File: config.mk
export PLATFORM = sky130hd
export DESIGN_NAME = resp_multibulk_request_parser_core
export DESIGN_NICKNAME = d
export VERILOG_FILES = /design/src/hdl/rmp_pkg.sv /design/src/hdl/rmp_parse.sv /design/src/hdl/rmp_out_queue.sv /design/src/hdl/resp_multibulk_request_parser_core.sv
export SDC_FILE = /design/constraint.sdc
export NUM_CORES = 1
export LEC_CHECK = 0
export ABC_AREA = 1
export BUFFER_PORTS_ARGS = -buffer_cell sky130_fd_sc_hd__buf_2
export CAP_MARGIN = 15
export CORE_AREA = 2 2 161 163
export DETAILED_ROUTE_END_ITERATION = 12
export DIE_AREA = 0 0 163 165
export GPL_TIMING_DRIVEN = 0
export HOLD_SLACK_MARGIN = 0.02
export PLACE_DENSITY = 0.86
export RECOVER_POWER = 100
export SKIP_CTS_REPAIR_TIMING = 1
export SYNTH_ARGS = -nofsm -noshare
export SYNTH_HDL_FRONTEND = slang
export SYNTH_SLANG_ARGS = --single-unit
File: constraint.sdc
create_clock -name clk -period 6.63 [get_ports clk]
set_input_delay 1.326 -clock clk [delete_from_list [all_inputs] [get_ports clk]]
set_output_delay 1.326 -clock clk [all_outputs]
set_load 0.03 [all_outputs]
File: src/hdl/rmp_pkg.sv
// shared types and constants of the multibulk request parser
package rmp_pkg;

    // configuration port
    localparam int CFG_INDEX_W    = 1;
    localparam int CFG_DATA_W     = 30;
    localparam int COUNT_LIMIT_W  = 21;
    localparam int LENGTH_LIMIT_W = 30;

    localparam logic [CFG_INDEX_W-1:0] REG_COUNT_LIMIT  = 1'd0;
    localparam logic [CFG_INDEX_W-1:0] REG_LENGTH_LIMIT = 1'd1;

    localparam logic [COUNT_LIMIT_W-1:0]  COUNT_LIMIT_RST  = 21'd1048576;
    localparam logic [LENGTH_LIMIT_W-1:0] LENGTH_LIMIT_RST = 30'd536870912;

    // stream characters
    localparam logic [7:0] CH_STAR = 8'h2A;
    localparam logic [7:0] CH_CR   = 8'h0D;
    localparam logic [7:0] CH_ZERO = 8'h30;
    localparam logic [7:0] CH_NINE = 8'h39;

    // result kinds
    typedef enum logic [1:0] {
        KIND_PAYLOAD   = 2'd0,
        KIND_EMPTY_ARG = 2'd1,
        KIND_EMPTY_CMD = 2'd2,
        KIND_ERROR     = 2'd3
    } kind_t;

    // error codes
    typedef enum logic [1:0] {
        ERR_NONE          = 2'd0,
        ERR_NOT_MULTIBULK = 2'd1,
        ERR_BAD_NUMBER    = 2'd2
    } err_t;

    // result beat without the argument index
    typedef struct packed {
        kind_t      kind;
        logic [7:0] out_byte;
        logic       last_in_arg;
        logic       last_in_command;
        err_t       error_code;
    } rslt_t;

endpackage

File: src/hdl/rmp_parse.sv
// byte-wise parse state machine with configuration registers
module rmp_parse
    import rmp_pkg::*;
#(
    parameter int ARG_INDEX_BITS = 20,
    parameter int LENGTH_BITS    = 30
)
(
    input  logic                      clk,
    input  logic                      rst_n,
    input  logic                      cfg_we,
    input  logic [CFG_INDEX_W-1:0]    cfg_index,
    input  logic [CFG_DATA_W-1:0]     cfg_data,
    input  logic                      beat,
    input  logic [7:0]                in_byte,
    output logic                      rslt_valid,
    output rslt_t                     rslt,
    output logic [ARG_INDEX_BITS-1:0] rslt_idx
);

    // effective widths of counts, lengths and the shared number accumulator
    localparam int CNT_W = (ARG_INDEX_BITS < COUNT_LIMIT_W) ? ARG_INDEX_BITS + 1
                                                            : COUNT_LIMIT_W;
    localparam int LEN_W = (LENGTH_BITS < LENGTH_LIMIT_W) ? LENGTH_BITS : LENGTH_LIMIT_W;
    localparam int NUM_W = (CNT_W > LEN_W) ? CNT_W : LEN_W;
    localparam int VAL_W = NUM_W + 4;

    // caps that the index and length widths put on the limit registers
    localparam logic [COUNT_LIMIT_W:0] CNT_CAP = (ARG_INDEX_BITS < COUNT_LIMIT_W)
        ? ((COUNT_LIMIT_W+1)'(1) << ARG_INDEX_BITS) : {(COUNT_LIMIT_W+1){1'b1}};
    localparam logic [LENGTH_LIMIT_W-1:0] LEN_CAP = (LENGTH_BITS < LENGTH_LIMIT_W)
        ? LENGTH_LIMIT_W'(((LENGTH_LIMIT_W+1)'(1) << LENGTH_BITS) - 1)
        : {LENGTH_LIMIT_W{1'b1}};
    localparam logic [CNT_W-1:0] CNT_LIM_RST =
        ({1'b0, COUNT_LIMIT_RST} > CNT_CAP) ? CNT_W'(CNT_CAP) : CNT_W'(COUNT_LIMIT_RST);
    localparam logic [LEN_W-1:0] LEN_LIM_RST =
        (LENGTH_LIMIT_RST > LEN_CAP) ? LEN_W'(LEN_CAP) : LEN_W'(LENGTH_LIMIT_RST);

    typedef enum logic [3:0] {
        PH_IDLE,
        PH_DROP,
        PH_COUNT,
        PH_COUNT_LF,
        PH_ARG_LEAD,
        PH_LEN,
        PH_LEN_LF,
        PH_PAYLOAD,
        PH_TRAILER
    } phase_t;

    typedef enum logic [1:0] {
        DIG_NONE,
        DIG_ZERO,
        DIG_MORE
    } digit_t;

    phase_t                    phase_reg, phase_next;
    digit_t                    dig_reg, dig_next;
    logic [NUM_W-1:0]          accum_reg, accum_next;
    logic [CNT_W-1:0]          args_reg, args_next;
    logic [ARG_INDEX_BITS-1:0] cur_reg, cur_next;
    logic [LEN_W-1:0]          bytes_reg, bytes_next;
    logic [1:0]                skip_reg, skip_next;
    logic [CNT_W-1:0]          cnt_lim_reg;
    logic [LEN_W-1:0]          len_lim_reg;

    logic                      is_digit;
    logic [3:0]                digit;
    logic [VAL_W-1:0]          value;
    logic [NUM_W-1:0]          limit;
    logic                      num_bad;
    logic                      num_done;
    logic                      last_arg;
    logic [1:0]                skip_dec;

    // limit registers, clamped on write
    always_ff @(posedge clk or negedge rst_n)
    begin
        if (!rst_n)
        begin
            cnt_lim_reg <= CNT_LIM_RST;
            len_lim_reg <= LEN_LIM_RST;
        end
        else if (cfg_we)
        begin
            if (cfg_index == REG_COUNT_LIMIT)
            begin
                if ({1'b0, cfg_data[COUNT_LIMIT_W-1:0]} > CNT_CAP)
                    cnt_lim_reg <= CNT_W'(CNT_CAP);
                else
                    cnt_lim_reg <= CNT_W'(cfg_data[COUNT_LIMIT_W-1:0]);
            end
            if (cfg_index == REG_LENGTH_LIMIT)
            begin
                if (cfg_data[LENGTH_LIMIT_W-1:0] > LEN_CAP)
                    len_lim_reg <= LEN_W'(LEN_CAP);
                else
                    len_lim_reg <= LEN_W'(cfg_data[LENGTH_LIMIT_W-1:0]);
            end
        end
    end

    // decimal digit step: accum * 10 + digit against the active limit
    always_comb
    begin
        is_digit = in_byte inside {[CH_ZERO:CH_NINE]};
        digit    = in_byte[3:0];
        value    = (VAL_W'(accum_reg) << 3) + (VAL_W'(accum_reg) << 1) + VAL_W'(digit);
        limit    = (phase_reg == PH_COUNT) ? NUM_W'(cnt_lim_reg) : NUM_W'(len_lim_reg);
        num_done = (in_byte == CH_CR) && (dig_reg != DIG_NONE);
        if (in_byte == CH_CR)
            num_bad = (dig_reg == DIG_NONE);
        else
            num_bad = !is_digit || (dig_reg == DIG_ZERO) || (value > VAL_W'(limit));
        last_arg = (args_reg == CNT_W'(1));
        skip_dec = (skip_reg != 2'd0) ? skip_reg - 2'd1 : 2'd0;
    end

    // next state and result
    always_comb
    begin
        phase_next = phase_reg;
        dig_next   = dig_reg;
        accum_next = accum_reg;
        args_next  = args_reg;
        cur_next   = cur_reg;
        bytes_next = bytes_reg;
        skip_next  = skip_reg;
        rslt_valid = 1'b0;
        rslt_idx   = '0;
        rslt       = '{kind: KIND_PAYLOAD, out_byte: 8'd0, last_in_arg: 1'b0,
                       last_in_command: 1'b0, error_code: ERR_NONE};
        if (beat)
        begin
            case (phase_reg)
                PH_IDLE, PH_DROP:
                begin
                    if (in_byte == CH_STAR)
                    begin
                        phase_next = PH_COUNT;
                        accum_next = '0;
                        dig_next   = DIG_NONE;
                        cur_next   = '0;
                        args_next  = '0;
                    end
                    else if (phase_reg == PH_IDLE)
                    begin
                        phase_next      = PH_DROP;
                        rslt_valid      = 1'b1;
                        rslt.kind       = KIND_ERROR;
                        rslt.error_code = ERR_NOT_MULTIBULK;
                    end
                end
                PH_COUNT:
                begin
                    if (num_bad)
                    begin
                        phase_next      = PH_DROP;
                        rslt_valid      = 1'b1;
                        rslt.kind       = KIND_ERROR;
                        rslt.error_code = ERR_BAD_NUMBER;
                    end
                    else if (num_done)
                    begin
                        args_next  = CNT_W'(accum_reg);
                        phase_next = PH_COUNT_LF;
                        if (accum_reg == '0)
                        begin
                            rslt_valid           = 1'b1;
                            rslt.kind            = KIND_EMPTY_CMD;
                            rslt.last_in_command = 1'b1;
                        end
                    end
                    else
                    begin
                        accum_next = NUM_W'(value);
                        dig_next   = (dig_reg == DIG_NONE && digit == 4'd0) ? DIG_ZERO
                                                                             : DIG_MORE;
                    end
                end
                PH_COUNT_LF:
                begin
                    phase_next = (args_reg != '0) ? PH_ARG_LEAD : PH_IDLE;
                end
                PH_ARG_LEAD:
                begin
                    accum_next = '0;
                    dig_next   = DIG_NONE;
                    phase_next = PH_LEN;
                end
                PH_LEN:
                begin
                    if (num_bad)
                    begin
                        phase_next      = PH_DROP;
                        rslt_valid      = 1'b1;
                        rslt_idx        = cur_reg;
                        rslt.kind       = KIND_ERROR;
                        rslt.error_code = ERR_BAD_NUMBER;
                    end
                    else if (num_done)
                    begin
                        bytes_next = LEN_W'(accum_reg);
                        phase_next = PH_LEN_LF;
                        // empty argument closes here
                        if (accum_reg == '0)
                        begin
                            rslt_valid           = 1'b1;
                            rslt_idx             = cur_reg;
                            rslt.kind            = KIND_EMPTY_ARG;
                            rslt.last_in_arg     = 1'b1;
                            rslt.last_in_command = last_arg;
                            args_next = (args_reg != '0) ? args_reg - CNT_W'(1) : args_reg;
                            cur_next  = cur_reg + ARG_INDEX_BITS'(1);
                        end
                    end
                    else
                    begin
                        accum_next = NUM_W'(value);
                        dig_next   = (dig_reg == DIG_NONE && digit == 4'd0) ? DIG_ZERO
                                                                             : DIG_MORE;
                    end
                end
                PH_LEN_LF:
                begin
                    if (bytes_reg == '0)
                    begin
                        phase_next = PH_TRAILER;
                        skip_next  = 2'd2;
                    end
                    else
                    begin
                        phase_next = PH_PAYLOAD;
                    end
                end
                PH_PAYLOAD:
                begin
                    rslt_valid    = 1'b1;
                    rslt_idx      = cur_reg;
                    rslt.out_byte = in_byte;
                    if (bytes_reg <= LEN_W'(1))
                    begin
                        rslt.last_in_arg     = 1'b1;
                        rslt.last_in_command = last_arg;
                        bytes_next = '0;
                        args_next  = (args_reg != '0) ? args_reg - CNT_W'(1) : args_reg;
                        cur_next   = cur_reg + ARG_INDEX_BITS'(1);
                        phase_next = PH_TRAILER;
                        skip_next  = 2'd2;
                    end
                    else
                    begin
                        bytes_next = bytes_reg - LEN_W'(1);
                    end
                end
                PH_TRAILER:
                begin
                    skip_next = skip_dec;
                    if (skip_dec == 2'd0)
                        phase_next = (args_reg != '0) ? PH_ARG_LEAD : PH_IDLE;
                end
                default:
                begin
                    phase_next = PH_IDLE;
                end
            endcase
        end
    end

    // parse state
    always_ff @(posedge clk or negedge rst_n)
    begin
        if (!rst_n)
        begin
            phase_reg <= PH_IDLE;
            dig_reg   <= DIG_NONE;
            accum_reg <= '0;
            args_reg  <= '0;
            cur_reg   <= '0;
            bytes_reg <= '0;
            skip_reg  <= 2'd0;
        end
        else
        begin
            phase_reg <= phase_next;
            dig_reg   <= dig_next;
            accum_reg <= accum_next;
            args_reg  <= args_next;
            cur_reg   <= cur_next;
            bytes_reg <= bytes_next;
            skip_reg  <= skip_next;
        end
    end

endmodule

File: src/hdl/rmp_out_queue.sv
// two-entry result register with skid slot
module rmp_out_queue
    import rmp_pkg::*;
#(
    parameter int IDX_W = 20
)
(
    input  logic             clk,
    input  logic             rst_n,
    input  logic             push,
    input  rslt_t            push_rslt,
    input  logic [IDX_W-1:0] push_idx,
    output logic             full,
    output logic             out_valid,
    input  logic             out_stall,
    output rslt_t            out_rslt,
    output logic [IDX_W-1:0] out_idx
);

    rslt_t            ent_reg [2];
    logic [IDX_W-1:0] idx_reg [2];
    logic             wr_ptr_reg;
    logic             rd_ptr_reg;
    logic [1:0]       cnt_reg;
    logic             pop;

    assign full      = (cnt_reg == 2'd2);
    assign out_valid = (cnt_reg != 2'd0);
    assign pop       = out_valid && !out_stall;
    assign out_rslt  = ent_reg[rd_ptr_reg];
    assign out_idx   = idx_reg[rd_ptr_reg];

    // entry storage
    always_ff @(posedge clk)
    begin
        if (push)
        begin
            ent_reg[wr_ptr_reg] <= push_rslt;
            idx_reg[wr_ptr_reg] <= push_idx;
        end
    end

    // pointers and fill count
    always_ff @(posedge clk or negedge rst_n)
    begin
        if (!rst_n)
        begin
            wr_ptr_reg <= 1'b0;
            rd_ptr_reg <= 1'b0;
            cnt_reg    <= 2'd0;
        end
        else
        begin
            if (push)
                wr_ptr_reg <= !wr_ptr_reg;
            if (pop)
                rd_ptr_reg <= !rd_ptr_reg;
            if (push && !pop)
                cnt_reg <= cnt_reg + 2'd1;
            else if (pop && !push)
                cnt_reg <= cnt_reg - 2'd1;
        end
    end

endmodule

File: src/hdl/resp_multibulk_request_parser_core.sv
// top level of the multibulk request parser
//
//   channel   direction   handshake            beat contents
//   in        input       in_valid/in_stall    in_byte
//   out       output      out_valid/out_stall  kind, out_byte, arg_index, last_in_arg,
//                                              last_in_command, error_code
//   cfg       input       cfg_we               cfg_index, cfg_data
//
// one input byte is taken every cycle while in_stall is low
// the parse state machine decides each byte combinationally; a two-entry output queue
// holds results, so input keeps flowing until two results wait behind out_stall
// in_stall is high only while both queue entries are occupied
// reset is asynchronous and active low; no clearing pass is needed after it
module resp_multibulk_request_parser_core
    import rmp_pkg::*;
#(
    parameter int ARG_INDEX_BITS = 20,
    parameter int LENGTH_BITS    = 30
)
(
    input  logic                      clk,
    input  logic                      rst_n,
    input  logic                      cfg_we,
    input  logic [CFG_INDEX_W-1:0]    cfg_index,
    input  logic [CFG_DATA_W-1:0]     cfg_data,
    input  logic                      in_valid,
    output logic                      in_stall,
    input  logic [7:0]                in_byte,
    output logic                      out_valid,
    input  logic                      out_stall,
    output logic [1:0]                kind,
    output logic [7:0]                out_byte,
    output logic [ARG_INDEX_BITS-1:0] arg_index,
    output logic                      last_in_arg,
    output logic                      last_in_command,
    output logic [1:0]                error_code
);

    logic                      beat;
    logic                      rslt_valid;
    rslt_t                     rslt;
    logic [ARG_INDEX_BITS-1:0] rslt_idx;
    logic                      full;
    rslt_t                     out_rslt;

    assign in_stall = full;
    assign beat     = in_valid && !in_stall;

    // parse state machine
    rmp_parse #(
        .ARG_INDEX_BITS (ARG_INDEX_BITS),
        .LENGTH_BITS    (LENGTH_BITS)
    ) u_parse (
        .clk        (clk),
        .rst_n      (rst_n),
        .cfg_we     (cfg_we),
        .cfg_index  (cfg_index),
        .cfg_data   (cfg_data),
        .beat       (beat),
        .in_byte    (in_byte),
        .rslt_valid (rslt_valid),
        .rslt       (rslt),
        .rslt_idx   (rslt_idx)
    );

    // output queue
    rmp_out_queue #(
        .IDX_W (ARG_INDEX_BITS)
    ) u_queue (
        .clk       (clk),
        .rst_n     (rst_n),
        .push      (rslt_valid),
        .push_rslt (rslt),
        .push_idx  (rslt_idx),
        .full      (full),
        .out_valid (out_valid),
        .out_stall (out_stall),
        .out_rslt  (out_rslt),
        .out_idx   (arg_index)
    );

    // output fields
    assign kind            = out_rslt.kind;
    assign out_byte        = out_rslt.out_byte;
    assign last_in_arg     = out_rslt.last_in_arg;
    assign last_in_command = out_rslt.last_in_command;
    assign error_code      = out_rslt.error_code;

endmodule

Yosys cells after proc, flatten, opt, wreduce, memory -nomap -nowiden
Memories as Yosys holds them, arrays and structs flattened. Index checks and enable logic that the tools add are counted.

Add/sub/neg operators: 8. Multiply operators: 0. Divide/modulo/power cells: 0. Order comparisons: 6. Equal/unequal tests: 27. Shifts and indexed selects: 0. Multiplexer cells: 85. Bitwise gates (word level): 1. Reduce and logical (&&, ||, !) cells: 42.

Operator list (count): 30-bit two-way mux (8); 21-bit two-way mux (9); 20-bit two-way mux (9); 30-bit case mux with 3 select lines (1); 21-bit case mux with 4 select lines (1); 30-bit zero test (2); 20-bit case mux with 3 select lines (1); 30-bit case mux with 2 select lines (1); 2-bit two-way mux (22); 20-bit case mux with 2 select lines (1); 4-bit two-way mux (9); 33-bit by 31-bit adder with 34-bit output (1); 34-bit by 4-bit adder with 34-bit output (1); 34-bit by 30-bit greater-than comparator with 1-bit output (1); 4-bit case mux with 8 select lines (1); 30-bit greater-than comparator (second input constant) (1); 30-bit by 1-bit <= comparator with 1-bit output (second input constant) (1); 30-bit by 1-bit subtractor with 30-bit output (second input constant) (1); 21-bit by 1-bit equality test with 1-bit output (second input constant) (1); 21-bit greater-than comparator (second input constant) (1); 21-bit nonzero test (1); 21-bit by 1-bit subtractor with 21-bit output (second input constant) (1); 20-bit by 1-bit adder with 20-bit output (second input constant) (1); 2-bit case mux with 3 select lines (3); 38 further kinds (90).

Bits in registers: 164. Latch bits: 0. Memory bits (writable): 68. Memory bits (read-only): 0. Input port bits: 44. Output and inout port bits: 36. Logic and storage cells: 183. Memories: 2.

Memory list: u_queue.idx_reg (depth 2, width 20, rd ports 1, clocked after Yosys merged registers in 0, write ports 1, RTL line rmp_out_queue.sv:21) `logic [IDX_W-1:0] idx_reg [2];`; u_queue.ent_reg (depth 2, width 14, rd ports 1, clocked after Yosys merged registers in 0, write ports 1, RTL line rmp_out_queue.sv:20) `rslt_t ent_reg [2];`.

Depth between registers and ports, before layout
Gate-level depths: netlist (run 1).

Word-level depth: 13. Gate-level depth with buffers: 33. Depth with buffers taken out: 33.

By module
Synthesis (run 1) repeated with hierarchy kept, for this count alone.

Cell total of the unflattened synthesis: 1969. Area total of the unflattened synthesis: 15168.3 sq um.

Modules (own cells, without submodules): rmp_parse (times used 1, cells an instance 1761, area an instance 12404.4 sq um); rmp_out_queue (times used 1, cells an instance 206, area an instance 2753.9 sq um); resp_multibulk_request_parser_core (times used 1, cells an instance 2, area an instance 10.0 sq um).

Worst setup path before layout (run 1)
No wires, ideal clock.

Path kind: input to register. Start: input port in_byte[3]. End: memory u_queue.ent_reg[1][0] in the netlist's numbering (enable). Library setup time: 0.425 ns. Arrival: 5.763 ns. Data required time: 6.205 ns. Path slack: 0.442 ns. Stages on the path: 25. Path buffers: 0. Path through: inv_1 > fa_1 > inv_1 > ha_1 > nand3_1 > nand2_1 > nand2_1 > nand2_2 > nand2_1 > nand2_2 > a21oi_1 > o21bai_1 > xor2_1 > ha_1 > a21oi_1 > or2_2 > nand2_1 > a21oi_1 > nand2_1 > nor2_2 > nand3_2 > nand2_4 > nand2_1 > nand2_1 > nor2_1.

Longest elaborated chain between the ends: 11. Elaborated cells between the ends (all ways): 19. Those cells by class: add/sub (1); order compare (3); eq/ne (2); mux (8); reduce/logical (5).

RTL lines: from (decl) (RTL line resp_multibulk_request_parser_core.sv:28) `input logic [7:0] in_byte,`; parallel branches: the longest is 7 deep, another holds 34-bit by 4-bit adder with 34-bit output; 1-bit case mux with 3 select lines * (RTL line rmp_parse.sv:135) `case (phase_reg)`; 1-bit two-way mux * (RTL line rmp_parse.sv:133) `if (beat)`; 1-bit two-way mux * (RTL line rmp_out_queue.sv:36) `if (push)`; 1-bit two-way mux (not written as such) * (RTL line rmp_out_queue.sv:38) `ent_reg[wr_ptr_reg] <= push_rslt;`; to (decl) (RTL line rmp_out_queue.sv:20).

Mark *: on every way between the ends.

Final worst setup path (run 1)
Start: input port in_byte[3]. End: memory u_queue.ent_reg[1][12] in the netlist's numbering (enable).

Same word-level chain as after synthesis.

==> results of run 1 <==
[cells by family after synthesis]
logic type                 count (synthesis)  synth area share, %
DFF                                      232                 40.5
adders and majority gates                 98                 8.17
xor gates and xnor gates                  59                 3.40
buffers and inverters                    315                 8.24
and+or+nand+nor                          943                 26.3
AOI/OAI and AO/OA                        303                 12.0
muxes                                     19                 1.41
[critical path, stage by stage]
cell and delay (ns):
buf_2 0.15, inv_1 0.17, fa_1 0.56, fa_1 0.47
inv_1 0.09, nand4_1 0.11, nand2_1 0.17, nand2_1 0.08
nand2_1 0.15, a21oi_1 0.13, o21ai_0 0.25, xor2_1 0.28
ha_1 0.21, nand4_1 0.14, nor2_1 0.20, nand2_1 0.08
nand2_1 0.06, nand2_1 0.04, nand2_1 0.07, nand2_1 0.14
nand3_1 0.24, nand2_4 0.10, nand2_1 0.13, nand2_1 0.13
nor2_4 0.73
[per-layer routing]
metal / vias up / part of all wire, %
met5: - / 0
met4: 0 / 4.0
met3: 124 / 7.8
met2: 596 / 48
met1: 6453 / 40
li1: 6687 / -
[area by class of cell]
cell class	count	area [um^2]
Inverter	255	960
Multi-Input combinational cell	1422	7650
Buffer	60	245
Sequential cell	232	6150
Fill cell	2193	8430
Tap cell	330	413
Clock buffer	30	664
Clock inverter	16	128
Timing Repair Buffer	81	400
[power by group through the flow]
stage          sequential [mW]  combinational (mW)  clock [mW]
4_1_cts                   1.81                1.15        1.36
6_report                  1.82                1.11        1.35
3_5_place_dp              1.84                1.14           0
2_1_floorplan             1.80               0.821           0
3_3_place_gp              1.83                1.08           0
5_1_grt                   1.83                1.24        1.42
[through the flow]
stage	TNS [ns]	setup slack, ns	cells	power, mW	utilization [%]
floorplan	0	0.442	1969	2.62	-
global placement	-36.72	-1.08	2378	2.91	63.9
detailed placement	0	0.160	2380	2.97	64.2
CTS	0	0.683	2426	4.32	67.4
global route	0	0.202	2426	4.50	66.3
finish	0	0.513	2426	4.28	66.3
[worst paths after layout]
path,from,to
worst max register to register,u_parse.accum_reg[0],u_queue.ent_reg[1][12]
min in group asynchronous,rst_n,u_parse.len_lim_reg[28]
worst max-delay path,in_byte[3],u_queue.ent_reg[1][12]
worst min-delay path,u_parse.cnt_lim_reg[20],u_parse.cnt_lim_reg[20]
worst min register to register,u_parse.cnt_lim_reg[20],u_parse.cnt_lim_reg[20]
max in group asynchronous,rst_n,u_parse.cnt_lim_reg[8]
[cells in the final DEF (no fill, tap or decap), drive strengths merged, types with 5 or more instances in the layout]
cell,netlist,final
nand2,578,578
inv,252,252
nor2,170,170
dfrtp,162,162
o21ai,160,160
clkbuf,37,124
nand3,108,108
ha,96,96
a21oi,77,77
edfxtp,68,68
buf,23,47
xor2,44,44
nor3,34,34
nand4,25,25
a22oi,19,19
mux2,19,19
nor4,19,19
clkinv,3,16
xnor2,15,15
o31ai,13,13
o22ai,8,8
a31oi,5,5
==> run metrics, run 1 <==
failing checks=capacitance limit, slew limit; via count=13.9k; largest net degree at the start of global routing=95; internal power=2.74 mW; syn nets=2111; Final nets=2219; Highest Clock Rate=0.163 GHz; Logic pwr share=25.9%; final worst path period share=92.3%; relative slew slack=-149%; P_sw=1.53 mW; Die Y=165 um; cell area after synthesis=0.0152 mm^2; clock power share=31.6%; final hold slack=0.472 ns; Syn Area/Cell=7.71 um^2; number of enable flip-flop cells after synthesis=68; Initial Util=60.7%; antenna cells=0; maxcap violations=1; total wire length=40100 um; clk root buf=clkbuf_16; skew final=0.0219 ns; sw frac=35.8%; clock buffer count from CTS=25; antenna viol nets, final=0; Area Overhead vs Synth=9.35%; type of destination of the critical path=register; hold violation count in the final report=0; CTS tree=yes; FP Rows=58; GR Util met3=4.62%; Async S/R FF share, synth=70.7%; met2 usage=52.4%; post-layout minimum cycle time=6.12 ns; Synth top cells by count=569 x nand2_1, 242 x inv_1, 162 x dfrtp_1; synth top area cells=dfrtp_1 27%, nand2_1 14%, edfxtp_1 13%, ha_1 7.9%, inv_1 6.0%; RSZ-0062 raised after global routing=false; Placement Cell Area=0.0161 mm^2; hold crit path type=reg2reg; pwr dens=258 mW/mm^2; critical path peak fanout=34; critical path class=in2reg; clk sinks=232; max reg flops=40; die outline width=163 um; busiest grt layer=met2; top_reg_cell synth=dfrtp_1; P_leak=8.06 nW; post-DP HPWL=30500 um; antenna violations before repair=0; maximum VDD drop=270 uV; Residual DRC=0; R2R Setup Slk=0.99 ns; GRT Util Overall=30.0%; vias in the first global route=13.3k; Core Footprint=0.0250 mm^2; Worst Path Arrival=6.27 ns; Iteration-0 DRC Markers=1271; port bufs=79; Synth area leader=dfrtp_1; Setup violations, final=0; Slew @ Worst Pin=3.73 ns; Die Area=0.0269 mm^2; DR WL/cell=16.5 um; status=finished, violations left; first-pass GRT wire length=64700 um; Pre-antenna DRT Iters=6; # IOs=80; flops & latches, synth=232; GPL Wtd Cong=0.974; Clk Latency, worst-skew pair=0.55 ns; Max clock buf depth=3; Final Max Slew Viols=71; htree depth=1; WHS Path Cells=2; fin area=0.0166 mm^2; GRT overflow=0; count leader, synth=nand2_1; sequential fraction of the synthesis area=40.5%; clock-pin slew on the worst setup and hold paths=0.06 ns; Reg power frac=42.4%; Yosys cell types=60; GR Layer Usage met1=37.5%; Critical Path RT=6.79 ns; Syn Inst Count=1969; CP Launch Type=input port; share of cells above drive strength 1=6.92%; Synth Warn #=0; vias per cell=5.71; r2r worst-path depth=24; share of the synthesized area in the top cell type=26.7%
Power figures use the tool's default switching activity.
==> inputs of run 2 (changes only) <==
Settings changed: ABC_AREA 1 to unset, CORE_AREA 2 2 161 163 to 2 2 120 209, DIE_AREA 0 0 163 165 to 0 0 122 211, PLACE_DENSITY 0.86 to 0.85.
==> run 2 against run 1 <==
The run still ends with capacitance limit, slew limit left. Core utilization grew 0.73 points. Critical path type unchanged. Routed wire length grew 1.5%. Largest cell class unchanged. Sequential power grew 23%. Synthesized cell count shrank 23%. Fmax shrank 5.8%.
==> run metrics, run 2 <==
status=finished, violations left; failing checks=capacitance limit, slew limit; htree depth=1; Synth top cells by count=162 x dfrtp_1, 136 x o21ai_0, 127 x nand2_1; synth top area cells=dfrtp_1 28%, edfxtp_1 14%, ha_1 8.4%, mux2_2 5.3%, o21ai_0 4.7%; sw frac=46.6%; Placement Cell Area=0.0152 mm^2; WL met2=21600 um; GRT overflow=0; antenna cells=0; Setup violations, final=0; port bufs=79; flops & latches, synth=232; CTS tree=yes; share of cells above drive strength 1=12.1%; cell area after synthesis=0.0144 mm^2; Critical Path RT=6.87 ns; vias per cell=6.54; clock-pin slew on the worst setup and hold paths=0.07 ns; Non-Filler Instances=1946; Die Y=211 um; syn nets=1656; critical path class=in2reg; final worst path period share=98.0%; Max clock buf depth=3; Iteration-0 DRC Markers=1164; Multi-input gate area=0.00778 mm^2; Clk Latency, worst-skew pair=0.53 ns; most common cell after layout, fill and taps aside=dfrtp_1; FP Rows=75; sequential fraction of the synthesis area=42.8%; via count=12.7k; max reg flops=40; DRT met1 WL=13600 um; fillers=1886; Yosys cell types=79; Core Footprint=0.0239 mm^2; Synth area leader=dfrtp_1; clock buffer count from CTS=21; GRT Util Overall=31.2%; dpl cells=1902; number of enable flip-flop cells after synthesis=68; Initial Util=60.1%; Worst Path Arrival=6.73 ns; antenna violations before repair=0; Syn Inst Count=1514; share of the synthesized area in the top cell type=28.2%; first-pass GRT wire length=63600 um; top layer in use=met4; type of destination of the critical path=register; top_reg_cell synth=dfrtp_1; post-layout util=67.1%; P_sw=3.39 mW; clock power share=18.2%; post-layout minimum cycle time=6.50 ns; antenna viol nets, final=0; Slew @ Worst Pin=3.02 ns; maxcap violations=1; Reg power frac=30.7%; fin area=0.0161 mm^2; Async S/R FF share, synth=70.7%; met3 wire length=2390 um; vias in the first global route=12.7k; Die Area=0.0257 mm^2; r2r worst-path depth=20; DR WL/cell=20.9 um; skew final=0.0301 ns; R2R Setup Slk=0.60 ns; Logic pwr share=51.1%; hold violation count in the final report=0; post-DP HPWL=29700 um; Area Overhead vs Synth=11.6%; hold crit path type=reg2reg; pwr dens=453 mW/mm^2; critical path peak fanout=10; largest net degree at the start of global routing=111; Final Max Slew Viols=55; final worst slack=0.135 ns; GPL Wtd Cong=1.01; Highest Clock Rate=0.154 GHz; clk sinks=232; Synth Warn #=0; P_leak=6.93 nW; Syn Area/Cell=9.50 um^2; Residual DRC=0; Pre-antenna DRT Iters=6; Seq. cell area=0.00615 mm^2; clk root buf=clkbuf_16; CP Launch Type=input port; die outline width=122 um; maximum VDD drop=296 uV; WHS Path Cells=1; count leader, synth=dfrtp_1; internal power=3.88 mW; total wire length=40700 um; # IOs=80; Setup WS pre-CTS=-1.26 ns; Final nets=1765; most frequent cells in the layout=162 x dfrtp_1, 159 x o21ai_0, 127 x nand2_1, 112 x clkbuf_1, 98 x a21oi_1; final hold slack=0.488 ns; relative slew slack=-101%
==> run 2: worst paths after layout <==
check                                    endpoint                 start
max                        u_queue.idx_reg[0][17]            in_byte[3]
min                            u_queue.cnt_reg[1]    u_queue.cnt_reg[1]
max reg2reg                u_queue.idx_reg[0][17]  u_parse.accum_reg[0]
min reg2reg                    u_queue.cnt_reg[1]    u_queue.cnt_reg[1]
max in group asynchronous   u_parse.accum_reg[24]                 rst_n
min in group asynchronous  u_parse.len_lim_reg[6]                 rst_n
==> run 2: cell families (layout without fill, tap and decap cells) <==
logic type               after synthesis  count (layout)  synth area share [%]
AO/OA/AOI/OAI                        421             421                  17.8
XOR/XNOR                              30              30                  1.83
adder cells (fa/ha/maj)               98              98                  8.63
buffers and inverters                150             273                  4.13
flip-flops                           232             232                  42.8
multiplexers                         119             119                  8.95
AND/OR/NAND/NOR                      464             465                  15.9
==> run 2: power groups by stage <==
| stage | clock network, mW | logic [mW] | registers (mW) |
|---|---|---|---|
| 2_1_floorplan | 0 | 2.69 | 2.07 |
| 3_3_place_gp | 0 | 3.48 | 2.21 |
| 3_5_place_dp | 0 | 3.60 | 2.23 |
| 4_1_cts | 1.33 | 3.63 | 2.21 |
| 5_1_grt | 1.38 | 4.09 | 2.26 |
| 6_report | 1.32 | 3.72 | 2.23 |
==> run 2: cell type report <==
class,count,area share (%)
Buffer,85,2.19
Multi-Input combinational cell,1133,48.5
Inverter,65,1.52
Sequential cell,232,38.3
Clock buffer,26,3.45
Clock inverter,12,1.08
Tap cell,308,2.40
Timing Repair Buffer,85,2.58
==> run 2: worst max-delay path, cell delays in order <==
cell and delay [ns]:
buf_2 0.17, inv_1 0.12, fa_1 0.55, fa_1 0.48, nand2b_1 0.20, a21oi_2 0.25
o21a_4 0.21, nor2_1 0.12, o41ai_4 0.38, a21oi_1 0.18, xnor2_1 0.19, ha_1 0.22
a21oi_1 0.20, o21ai_0 0.17, o41ai_2 0.38, nand4_1 0.11, or3_1 0.43, or3_4 0.47
a21oi_2 0.20, clkbuf_4 0.22, o21ai_0 0.14
==> run 2: layer usage <==
metal	vias up	GRT usage (%)
li1	5805	-
met5	-	0
met2	662	58.3
met3	209	3.16
met4	0	19.9
met1	6049	32.4
==> run 2: through the flow <==
step                      power [mW]   TNS, ns
after floorplan                 4.76         0
after global placement          5.69   -173.78
after detailed placement        5.83   -156.94
after CTS                       7.17    -78.70
after global routing            7.72  -0.00879
final                           7.27         0
==> inputs of run 3 (changes only) <==
==> constraint.sdc (replaced) <==
create_clock -name clk -period 6.63 [get_ports clk]
set_input_delay 0.663 -clock clk [delete_from_list [all_inputs] [get_ports clk]]
set_output_delay 0.663 -clock clk [all_outputs]
set_load 0.03 [all_outputs]
==> run 3 against run 2 <==
The run still ends with capacitance limit, slew limit left. Sequential share of layout area grew 0.22 points. Final area shrank 0.56%. Clock skew shrank 0.014 ns. Sequential power is essentially flat. Global-route usage grew 0.13 points. Critical endpoint is now u_queue.idx_reg[1][0]. Highest routed layer unchanged.
==> run metrics, run 3 (synthesized netlist as in run 2, its figures left out) <==
post-layout minimum cycle time=6.41 ns; Critical R2R Launch=u_parse.accum_reg[0]; Multi-input gate area=0.00772 mm^2; hold crit path type=in2reg; clk root buf=clkbuf_16; CP Launch Point=u_parse.accum_reg[0]; DR WL/cell=20.6 um; Setup WS pre-CTS=-0.528 ns; maximum VDD drop=324 uV; Die Y=211 um; Iteration-0 DRC Markers=1237; share of cells above drive strength 1=11.3%; pwr dens=454 mW/mm^2; met2 usage=57.9%; clock-pin slew on the worst setup and hold paths=0.07 ns; fillers=1917; failing checks=capacitance limit, slew limit; R2R Setup Slk=0.22 ns; Area Overhead vs Synth=11.0%; Pwr Total=7.25 mW; Critical Path RT=6.86 ns; busiest grt layer=met2; antenna cells=0; relative slew slack=-95.0%; GRT overflow=0; status=finished, violations left; final worst path period share=96.6%; Max clock buf depth=3; critical path class=reg2reg; clk sinks=232; clock buffer count from CTS=22; antenna viol nets, final=0; die outline width=122 um; skew final=0.0157 ns; hold violation count in the final report=0; port bufs=79; total wire length=40000 um; Setup violations, final=0; Die Area=0.0257 mm^2; Clk Latency, worst-skew pair=0.53 ns; first-pass GRT wire length=63700 um; GR Layer Usage met1=32.7%; vias in the first global route=12.7k; WHS Path Cells=2; GRT Util Overall=31.3%; CP Launch Type=register; vias per cell=6.57; type of destination of the critical path=register; antenna violations before repair=0; Final nets=1761; most frequent cells in the layout=162 x o21ai_0, 162 x dfrtp_1, 127 x nand2_1, 113 x clkbuf_1, 99 x a21oi_1; critical path peak fanout=10; r2r worst-path depth=22; post-layout util=66.7%; Core Footprint=0.0239 mm^2; Residual DRC=0; FP Rows=75; CP Capture Point=u_queue.idx_reg[1][0]; Slew @ Worst Pin=2.92 ns; # IOs=80; Pre-antenna DRT Iters=5; CTS tree=yes; post-DP HPWL=29700 um; GR Util met3=3.46%; GPL Wtd Cong=1.01; reg-to-reg endpoint=u_queue.idx_reg[1][0]; htree depth=1; Initial Util=60.1%; final worst slack=0.224 ns; largest net degree at the start of global routing=116; Worst Path Arrival=6.64 ns; via count=12.8k; Highest Clock Rate=0.156 GHz; Seq. cell area=0.00615 mm^2; P_leak=6.90 nW; maxcap violations=2; Final Max Slew Viols=167; max reg flops=40
run 3: cell count changes in the layout (fill, tap and decap cells not counted), sizes merged:
cell	change
clkbuf	+4
clkinvlp	+1
clkinv	+2
inv	-2
buf	-8
run 3: where the power goes:
part,switching (mW),internal [mW],total (mW)
combinational,2.39,1.27,3.66
sequential,0.397,1.83,2.23
clock,0.566,0.793,1.36
total,3.36,3.89,7.25
run 3: layer usage:
metal  up-vias  share of wire, %
met3       212               5.9
met2       669                53
met5         -                 0
met4         0               7.4
met1      6085                34
li1       5802                 -
run 3: worst min path at each step:
| stage | to | slack, ns | startpoint |
|---|---|---|---|
| 2_1_floorplan | u_parse.accum_reg[0] | 0.37 | rst_n |
| 5_1_grt | u_parse.len_lim_reg[24] | 0.36 | cfg_data[24] |
| 6_report | u_parse.len_lim_reg[21] | 0.36 | cfg_data[21] |
| 3_3_place_gp | u_parse.cnt_lim_reg[2] | 0.46 | u_parse.cnt_lim_reg[2] |
| 4_1_cts | u_parse.len_lim_reg[7] | 0.04 | rst_n |
| 3_5_place_dp | u_parse.cnt_lim_reg[1] | 0.47 | u_parse.cnt_lim_reg[1] |
run 3: critical path, cell delays in order (launching register included):
cell	delay, ns
dfrtp_1	0.50
inv_1	0.14
fa_1	0.58
inv_1	0.06
ha_1	0.29
a21oi_1	0.25
or2_1	0.21
a21boi_0	0.15
o21ai_0	0.23
a21oi_1	0.13
o21a_1	0.19
nor2_2	0.19
xnor2_1	0.11
ha_1	0.30
nand4_1	0.20
nor4_4	0.43
a31oi_1	0.18
a32o_1	0.29
or3_1	0.43
or3_1	0.53
a21oi_2	0.27
clkbuf_2	0.26
o21ai_0	0.20
run 3: layout make-up:
class                           count  share of cell area (%)
Buffer                             85                    2.17
Clock buffer                       27                    3.70
Clock inverter                     13                    1.09
Inverter                           65                    1.53
Multi-Input combinational cell   1133                    48.4
Sequential cell                   232                    38.5
Tap cell                          308                    2.41
Timing Repair Buffer               80                    2.21
run 3: stage by stage:
| step | instance area [um^2] | setup TNS [ns] | cells | hold WS, ns |
|---|---|---|---|---|
| final | 16000 | 0 | 1943 | 0.361 |
| after global routing | 16000 | -0.00886 | 1943 | 0.363 |
| after CTS | 16000 | -8.49 | 1942 | 0.0361 |
| after detailed placement | 15200 | -52.68 | 1902 | 0.470 |
| after global placement | 15200 | -100.46 | 1901 | 0.461 |
| after floorplan | 14400 | 0 | 1514 | 0.367 |
